<file path="src/sv/dbba_pkg.sv">
// ----------------------------------------------------------------------------
// dbba_pkg
// Shared geometry, widths, status codes and field helpers for the disk block
// bitmap allocator.
// ----------------------------------------------------------------------------
package dbba_pkg;

  // Disk geometry
  localparam int NUM_CYLINDERS       = 8;
  localparam int RECORDS_PER_TRACK   = 4;
  localparam int TRACKS_PER_CYLINDER = 2;
  localparam int BITS_PER_ROW        = TRACKS_PER_CYLINDER * RECORDS_PER_TRACK;
  localparam int NUM_BLOCKS          = NUM_CYLINDERS * BITS_PER_ROW;
  localparam int MAX_GRANT           = 64;

  // Fixed field widths
  localparam int FUNC_W   = 1;
  localparam int COUNT_W  = 7;
  localparam int CYL_W    = 3;
  localparam int TRACK_W  = 1;
  localparam int RECORD_W = 2;
  localparam int STATUS_W = 2;

  // Internal widths derived from geometry
  localparam int CI_W  = (NUM_CYLINDERS > 1) ? $clog2(NUM_CYLINDERS) : 1;
  localparam int BI_W  = (BITS_PER_ROW > 1) ? $clog2(BITS_PER_ROW) : 1;
  localparam int FC_W  = $clog2(NUM_BLOCKS + 1);
  localparam int CMP_W = (FC_W > COUNT_W) ? FC_W : COUNT_W;

  // Request codes
  localparam logic [FUNC_W-1:0] FUNC_ALLOC = 1'b0;
  localparam logic [FUNC_W-1:0] FUNC_FREE  = 1'b1;

  // Result status codes
  typedef enum logic [STATUS_W-1:0] {
    ST_GRANT  = 2'd0,
    ST_REFUSE = 2'd1,
    ST_EMPTY  = 2'd2,
    ST_FREED  = 2'd3
  } status_t;

  // Cylinder index to output field, masked to the field width
  function automatic logic [CYL_W-1:0] cyl_field(input logic [CI_W-1:0] c);
    logic [31:0] w;
    w = 32'(c);
    return w[CYL_W-1:0];
  endfunction

  // Bit position within a row to track field
  function automatic logic [TRACK_W-1:0] track_field(input logic [BI_W-1:0] b);
    logic [31:0] w;
    w = 32'(b) / RECORDS_PER_TRACK;
    return w[TRACK_W-1:0];
  endfunction

  // Bit position within a row to record field
  function automatic logic [RECORD_W-1:0] record_field(input logic [BI_W-1:0] b);
    logic [31:0] w;
    w = 32'(b) % RECORDS_PER_TRACK;
    return w[RECORD_W-1:0];
  endfunction

endpackage

</file>
<file path="src/sv/disk_block_bitmap_allocator.sv">
// ----------------------------------------------------------------------------
// disk_block_bitmap_allocator
// First-fit allocator over a bit map of disk blocks, one row per cylinder,
// with one result per granted block, or one result for a free, empty or refused request.
// ----------------------------------------------------------------------------
//
//  channel  | handshake               | payload
//  ---------+-------------------------+-----------------------------------------
//  in       | in_valid / in_stall     | func, request_count, cyl_in, track_in,
//           |                         | record_in
//  out      | out_valid / out_stall   | status, cyl_out, track_out, record_out,
//           |                         | last
//
//  A free or empty request is accepted in S_IDLE and its result is loaded
//  from S_SINGLE. An allocate request walks the map one bit a cycle on the
//  scan position shared by both walks: S_COUNT counts the free ones of all
//  NUM_BLOCKS (64) bits, S_CHECK decides, S_GRANT marks and emits grants.
//  A stalled output freezes the grant walk; the input is stalled until the
//  current transaction has loaded its last result into the output register.
//  Synchronous reset clears the map (every block free) and the control state.
//
module disk_block_bitmap_allocator (
  input  logic                           clk,
  input  logic                           rst,
  input  logic                           in_valid,
  output logic                           in_stall,
  input  logic [dbba_pkg::FUNC_W-1:0]    func,
  input  logic [dbba_pkg::COUNT_W-1:0]   request_count,
  input  logic [dbba_pkg::CYL_W-1:0]     cyl_in,
  input  logic [dbba_pkg::TRACK_W-1:0]   track_in,
  input  logic [dbba_pkg::RECORD_W-1:0]  record_in,
  output logic                           out_valid,
  input  logic                           out_stall,
  output logic [dbba_pkg::STATUS_W-1:0]  status,
  output logic [dbba_pkg::CYL_W-1:0]     cyl_out,
  output logic [dbba_pkg::TRACK_W-1:0]   track_out,
  output logic [dbba_pkg::RECORD_W-1:0]  record_out,
  output logic                           last
);
  import dbba_pkg::*;

  typedef enum logic [2:0] {
    S_IDLE,
    S_SINGLE,
    S_COUNT,
    S_CHECK,
    S_GRANT
  } state_t;

  state_t                              state;
  logic [NUM_CYLINDERS-1:0][BITS_PER_ROW-1:0] used_map;

  // Scan position and shared counters
  logic [CI_W-1:0]     scan_cyl;
  logic [BI_W-1:0]     scan_bit;
  logic [FC_W-1:0]     free_count;
  logic [COUNT_W-1:0]  want;
  logic [COUNT_W-1:0]  granted;

  // Pending single result
  logic [STATUS_W-1:0] pend_status;
  logic [CYL_W-1:0]    pend_cyl;
  logic [TRACK_W-1:0]  pend_trk;
  logic [RECORD_W-1:0] pend_rec;

  logic                in_accept;
  logic                out_free;
  logic                out_load;
  logic                scan_end;
  logic                bit_used;
  logic                free_in_range;
  logic [CI_W-1:0]     free_cyl;
  logic [BI_W-1:0]     free_bit;
  logic [COUNT_W-1:0]  granted_next;
  logic [CMP_W-1:0]    want_ext;
  logic [CMP_W-1:0]    count_ext;

  assign in_stall  = (state != S_IDLE);
  assign in_accept = in_valid && !in_stall;
  assign out_free  = !out_valid || !out_stall;

  // Current scan bit and end of walk
  assign bit_used = used_map[scan_cyl][scan_bit];
  assign scan_end = (32'(scan_cyl) == NUM_CYLINDERS - 1) &&
                    (32'(scan_bit) == BITS_PER_ROW - 1);

  // Output register takes a new transaction this cycle
  assign out_load = out_free &&
                    ((state == S_SINGLE) || ((state == S_GRANT) && !bit_used));

  // Address of a block to free
  assign free_in_range = (32'(cyl_in) < NUM_CYLINDERS) &&
                         (32'(record_in) < RECORDS_PER_TRACK);
  assign free_cyl      = CI_W'(cyl_in);
  assign free_bit      = BI_W'(32'(track_in) * RECORDS_PER_TRACK + 32'(record_in));

  assign granted_next = granted + COUNT_W'(1);
  assign want_ext     = CMP_W'(want);
  assign count_ext    = CMP_W'(free_count);

  // Sequencer, map and output register
  always_ff @(posedge clk) begin
    if (rst) begin
      state     <= S_IDLE;
      used_map  <= '0;
      out_valid <= 1'b0;
    end else begin
      // Load a new transaction, or drop the one just taken
      if (out_load) begin
        out_valid <= 1'b1;
      end else if (out_valid && !out_stall) begin
        out_valid <= 1'b0;
      end

      case (state)
        S_IDLE: begin
          if (in_accept) begin
            want <= request_count;
            if (func == FUNC_FREE) begin
              if (free_in_range) begin
                used_map[free_cyl][free_bit] <= 1'b0;
              end
              pend_status <= ST_FREED;
              pend_cyl    <= cyl_in;
              pend_trk    <= track_in;
              pend_rec    <= record_in;
              state       <= S_SINGLE;
            end else if (request_count == '0) begin
              pend_status <= ST_EMPTY;
              pend_cyl    <= '0;
              pend_trk    <= '0;
              pend_rec    <= '0;
              state       <= S_SINGLE;
            end else begin
              scan_cyl   <= '0;
              scan_bit   <= '0;
              free_count <= '0;
              state      <= S_COUNT;
            end
          end
        end

        // Emit the one result of a free, empty or refused request
        S_SINGLE: begin
          if (out_free) begin
            status     <= pend_status;
            cyl_out    <= pend_cyl;
            track_out  <= pend_trk;
            record_out <= pend_rec;
            last       <= 1'b1;
            state      <= S_IDLE;
          end
        end

        // Count free blocks, one bit a cycle
        S_COUNT: begin
          if (!bit_used) begin
            free_count <= free_count + FC_W'(1);
          end
          if (scan_end) begin
            state <= S_CHECK;
          end else if (32'(scan_bit) == BITS_PER_ROW - 1) begin
            scan_bit <= '0;
            scan_cyl <= scan_cyl + CI_W'(1);
          end else begin
            scan_bit <= scan_bit + BI_W'(1);
          end
        end

        // Refuse, or restart the walk to grant
        S_CHECK: begin
          if ((32'(want) > MAX_GRANT) || (want_ext > count_ext)) begin
            pend_status <= ST_REFUSE;
            pend_cyl    <= '0;
            pend_trk    <= '0;
            pend_rec    <= '0;
            state       <= S_SINGLE;
          end else begin
            scan_cyl <= '0;
            scan_bit <= '0;
            granted  <= '0;
            state    <= S_GRANT;
          end
        end

        // Mark and emit free blocks in scan order; hold on a stalled output
        S_GRANT: begin
          if (!bit_used && !out_free) begin
            state <= S_GRANT;
          end else begin
            if (!bit_used) begin
              used_map[scan_cyl][scan_bit] <= 1'b1;
              status     <= ST_GRANT;
              cyl_out    <= cyl_field(scan_cyl);
              track_out  <= track_field(scan_bit);
              record_out <= record_field(scan_bit);
              last       <= (granted_next == want);
              granted    <= granted_next;
            end
            if ((!bit_used && granted_next == want) || scan_end) begin
              state <= S_IDLE;
            end else if (32'(scan_bit) == BITS_PER_ROW - 1) begin
              scan_bit <= '0;
              scan_cyl <= scan_cyl + CI_W'(1);
            end else begin
              scan_bit <= scan_bit + BI_W'(1);
            end
          end
        end

        default: begin
          state <= S_IDLE;
        end
      endcase
    end
  end

endmodule
</file>
<file path="config.mk">
export PLATFORM = sky130hd
export DESIGN_NAME = disk_block_bitmap_allocator
export DESIGN_NICKNAME = d
export VERILOG_FILES = /design/src/sv/dbba_pkg.sv /design/src/sv/disk_block_bitmap_allocator.sv
export SDC_FILE = /design/constraint.sdc
export NUM_CORES = 1
export LEC_CHECK = 0
export BUFFER_PORTS_ARGS = -buffer_cell sky130_fd_sc_hd__buf_2
export CAP_MARGIN = 20
export CELL_PAD_IN_SITES_DETAIL_PLACEMENT = 1
export CELL_PAD_IN_SITES_GLOBAL_PLACEMENT = 1
export CORE_ASPECT_RATIO = 1.75
export CORE_UTILIZATION = 25
export DETAILED_ROUTE_END_ITERATION = 10
export MAX_ROUTING_LAYER = met4
export PLACE_DENSITY_LB_ADDON = 0.1
export SLEW_MARGIN = 25
export SYNTH_ARGS = -nofsm -noshare
export SYNTH_HDL_FRONTEND = slang
export SYNTH_SLANG_ARGS = --single-unit
</file>
<file path="constraint.sdc">
create_clock -name clk -period 4.1 [get_ports clk]
set_input_delay 0.41 -clock clk [delete_from_list [all_inputs] [get_ports clk]]
set_output_delay 0.41 -clock clk [all_outputs]
set_load 0.1 [all_outputs]
</file>
# Word level (Yosys, flattened, before mapping)
# Index checks and enable logic that the tools add are counted.
[totals]
regBits = 112
in_bits = 18
output_inout_bits = 11
elab_cells = 194
[op_classes]
addsub = 5
bitwise = 4
muxes = 91
n_reduce_logical = 38
n_lt_le_gt_ge = 10
n_eq_ne = 22
[ops]
columns = ["operator", "count"]
rows = [
  ["64-bit 2-to-1 mux", 4],
  ["64-bit case mux with 2 select lines", 1],
  ["3-bit 2-to-1 mux", 25],
  ["64-bit AND", 1],
  ["64-bit inverter", 1],
  ["64-bit bitwise OR", 1],
  ["7-bit 2-to-1 mux", 7],
  ["8-bit demux with 3-bit select", 2],
  ["2-bit 2-to-1 mux", 16],
  ["7-bit case mux with 2 select lines", 2],
  ["2-bit != test (second input constant)", 13],
  ["8-bit binary-select mux with 3-bit select", 1],
  ["8-bit 2-to-1 mux", 3],
  ["3-bit case mux with 4 select lines", 2],
  ["5-bit AND reduction", 4],
  ["3-bit by 4-bit < comparator with 1-bit output (second input constant)", 4],
  ["2-bit case mux with 2 select lines", 4],
  ["1-bit 2-to-1 mux", 15],
  ["3-bit case mux with 5 select lines", 1],
  ["7-bit by 1-bit adder with 7-bit output (second input constant)", 2],
  ["3-bit by 1-bit >= comparator with 1-bit output (second input constant)", 4],
  ["3-bit case mux with 2 select lines", 2],
  ["2-bit nonzero test", 6],
  ["1-bit logical AND", 11],
  ["24 further kinds", 38],
]

# Depth between registers and ports, before layout
[logic_depth]
word_depth = 12
ltp_mapped = 10
ltp_nobuf = 10

# Worst setup path before layout
# Ideal clock, no wire load.
[synth_path]
path_type = "register to register"
startpoint = "register scan_cyl[1]"
endpoint = "register free_count[0], in the netlist count_ext[0], enable pin"
stages_incl_launch_ff = 9
setup_slack_ns = 0.780
path_buffers = 1
t_arrival_ns = 2.923
required_time_ns = 3.703
period_less_slack_ns = 3.320
setup_time_ns = 0.397
path_cell_list = "edfxtp_1 -> nor2b_1 -> clkbuf_1 -> a221oi_2 -> nor2_1 -> or3_1 -> a41oi_4 -> nand2_2 -> a2111oi_1"
[synth_via]
elab_chain_cells = 6
[synth_lines]
columns = ["item", "line_no", "source"]
rows = [
  ["start, declared", "disk_block_bitmap_allocator.sv:54", "logic [CI_W-1:0] scan_cyl;"],
  ["start signal, assigned", "disk_block_bitmap_allocator.sv:164", "scan_cyl <= scan_cyl + CI_W'(1);"],
  ["start signal, assigned", "disk_block_bitmap_allocator.sv:204", "scan_cyl <= scan_cyl + CI_W'(1);"],
  ["8-bit binary-select mux with 3-bit select", "disk_block_bitmap_allocator.sv:83", "assign bit_used = used_map[scan_cyl][scan_bit];"],
  ["8-bit 2-to-1 mux (not written as such)", "disk_block_bitmap_allocator.sv:83", ""],
  ["1-bit binary-select mux with 3-bit select", "disk_block_bitmap_allocator.sv:83", ""],
  ["1-bit 2-to-1 mux (not written as such)", "disk_block_bitmap_allocator.sv:83", ""],
  ["2-bit != test (no source line)", "n/a", ""],
  ["6-bit AND reduction (no source line)", "n/a", ""],
  ["end signal, assigned", "disk_block_bitmap_allocator.sv:158", "free_count <= free_count + FC_W'(1);"],
  ["end, declared", "disk_block_bitmap_allocator.sv:56", "logic [FC_W-1:0] free_count;"],
]
# Every way passes these cells. The select of a mux whose other input is x is not followed.
# A chain may end at the register's enable or synchronous reset.

# Final worst setup path
[layout_path]
startpoint = "register scan_cyl[1]"
endpoint = "register free_count[3], in the netlist count_ext[3], enable pin"
# The elaborated chain is that of the path after synthesis.

==> out/qor.yml <==
io_buffers: 28
ir_drop_v: 0.000212
max_cap_viol_count: 0
clockBufferDepth: 2
fp.dieW_um: 114
synth_seq_area_share_pct: 48.8
cts.sinks: 112
syn_nets: 595
num_io_pins: 29
synth_commonest_cells: "68 x dfxtp_1, 64 x o211ai_1, 44 x edfxtp_1"
ys.flop_type: "dfxtp_1"
drt-vias-per-instance: 5.22
synth_area_leaders: "dfxtp_1 25%, edfxtp_1 24%, o211ai_1 8.7%"
routed_wl_um: 20200
async_flop_share_pct: 0
die_area_um2: 22600
r2r.worst_path.cells: 9
cts.clk_slew.worst_paths_ns: 0.07
synth_edf_count: 44
crit_fanout: 15
finClkSkew_ns: 0.0101
end_kind: "flip-flop"
tritoncts: "built"
worstPathArrival_ns: 3.40
grt_max_degree: 66
finalPower_mw: 3.71
dr.pass1.iters: 4
hold_viol: 0
place_hpwl_um: 15000
rr_endpoint: "count_ext[3]$_SDFFCE_PN0P_"
avgSynthCellArea_um2: 9.74
drtAntennaViolNets: 0
gp_congestion: 0.805
nFillCells: 2511
tightest_slew_ns: 0.796
track_usage_pct: 19.4
synth.distinct_cells: 55
wl_per_cell_um: 23.1
antenna_cells: 0
critPathKind: "reg2reg"
clockRootBuffer: "clkbuf_16"
clk_latency_ns: 0.37
fmax_ghz: 0.301
core_area_um2: 21500
r2r_setup_slack_ns: 0.77
grt_pass1_wl_um: 30500
fin_nets: 606
post_cts_buffers: 0
hold_start: "request_count[1]"
drive_gt1_share_pct: 11.6
whs_path_depth: 1
grt-ovfl-total: 0
first_global_vias: 4972
timing.setup.tns_ns: 0
ff_latch_area_um2: 2680
period_needed_ns: 3.33
antenna_found_initial: 0
setup_viol: 0
yosysTopAreaCellShare_pct: 24.8
yosys_warnings: 0
cp-start-kind: "flip-flop"
multi_input_area_um2: 2610
relSlewSlack_pct: 46.8
post-route-period-util_pct: 81.1
syn_inst: 564
cts_buffers: 9
hp-class: "in2reg"
fp-row-count: 71
whs_endpoint: "want[1]$_DFFE_PP_"
slew_viol_final: 0
powerDensity_nw_per_um2: 600
die_height_um: 198
ys_ff_latch: 112
synth_area_um2: 5490
r2r_start: "scan_cyl[1]$_SDFFCE_PP0P_"
synth_most_common_cell: "dfxtp_1"
yosys.area.top_type: "dfxtp_1"
cts_resized: 0
status: "finished, final reports clean"
initial_core_util_pct: 25.5
area_growth_pct: 12.7
htreeDepth: 3
drt-initial-drc-count: 227
crit_required_ns: 4.18
vias: 4555
leakagePower_nw: 2.05
drc: 0
rsz0062_at_grt: "no"
postCtsHoldBufs: 0
==> kinds of logic after synthesis <==
kind of cell,synth area share (%)
AO/OA/AOI/OAI,24.2
AND/OR/NAND/NOR,15.2
flip-flops,48.8
buffers and inverters,3.62
XOR/XNOR,3.03
adder cells (fa/ha/maj),2.96
multiplexers,2.23
==> worst max path at each step <==
stage	startpoint	endpoint	cells past startpoint
2_1_floorplan	scan_cyl[1]$_SDFFCE_PP0P_	count_ext[0]$_SDFFCE_PN0P_	8
3_3_place_gp	scan_cyl[0]$_SDFFCE_PP0P_	status[1]$_SDFFCE_PP0P_	8
3_5_place_dp	scan_cyl[1]$_SDFFCE_PP0P_	status[0]$_SDFFCE_PP0P_	9
4_1_cts	scan_cyl[1]$_SDFFCE_PP0P_	record_out[1]$_DFFE_PP_	9
5_1_grt	scan_cyl[1]$_SDFFCE_PP0P_	last$_SDFFCE_PN1P_	9
6_report	scan_cyl[1]$_SDFFCE_PP0P_	count_ext[3]$_SDFFCE_PN0P_	9
==> area by class of cell <==
type / instances / share of cell area [%]
inverters: 12 / 0.728
flip-flops and latches: 112 / 43.3
multi-input cells: 402 / 42.2
clock inverters: 7 / 0.768
clock buffers: 9 / 3.64
repair buffers: 38 / 3.48
well taps: 292 / 5.90
==> metrics by stage <==
| step | utilization, % | worst slack [ns] | std cells | hold slack, ns | cell area, um^2 |
|---|---|---|---|---|---|
| global route | 28.8 | 0.470 | 872 | 0.224 | 6190 |
| detailed placement | 27.5 | 0.719 | 856 | 0.492 | 5920 |
| finish | 28.8 | 0.773 | 872 | 0.236 | 6190 |
| floorplan | - | 0.780 | 564 | 0.467 | 5490 |
| CTS | 28.8 | 0.714 | 872 | 0.215 | 6190 |
| global placement | 27.5 | 0.811 | 856 | 0.484 | 5920 |
==> layer usage <==
| layer | up-vias | global-route usage, % | wire length, um |
|---|---|---|---|
| met5 | - | - | 0 |
| met1 | 2269 | 18.0 | 7320 |
| met4 | 0 | 11.0 | 977 |
| met3 | 40 | 2.63 | 492 |
| met2 | 85 | 37.4 | 11400 |
| li1 | 2161 | - | - |
==> cells in the final DEF, fill, tap and decap left out, drive strengths merged, types with 9 or more instances in the layout <==
master   n
o21ai   72
dfxtp   68
o211ai  64
edfxtp  44
nor2    39
nand2   39
buf     38
nand3   16
a221oi  16
a21oi   15
and3    13
ha      13
xnor2   12
inv     11
mux2i   10
nor3     9
nor2b    9
clkbuf   9
==> critical path, cell delays in order (launching register included) <==
cell	delay, ns
edfxtp_1	0.65
nor2_1	0.23
buf_4	0.23
a221oi_1	0.25
nor2_1	0.09
o21ai_0	0.38
o22a_1	0.41
nand2_2	0.12
a2111oi_1	0.43
buf_4	0.24
==> sequential cells by signal, summed over array words and instances, names as in the netlist <==
register	cells
track_out	1
scan_cyl	3
out_valid	1
pend_rec	2
granted	7
want	7
count_ext	7
record_out	2
pend_trk	1
pend_cyl	3
cyl_out	3
last	1
pend_status	2
status	2
scan_bit	3
state	3
used_map	64
==> report_power, final <==
part / total, mW / internal (mW) / switching [mW]
logic: 1.36 / 0.387 / 0.977
registers: 1.51 / 1.34 / 0.169
clock network: 0.842 / 0.412 / 0.430
total: 3.71 / 2.14 / 1.58
(Power assumes the default switching activity.)
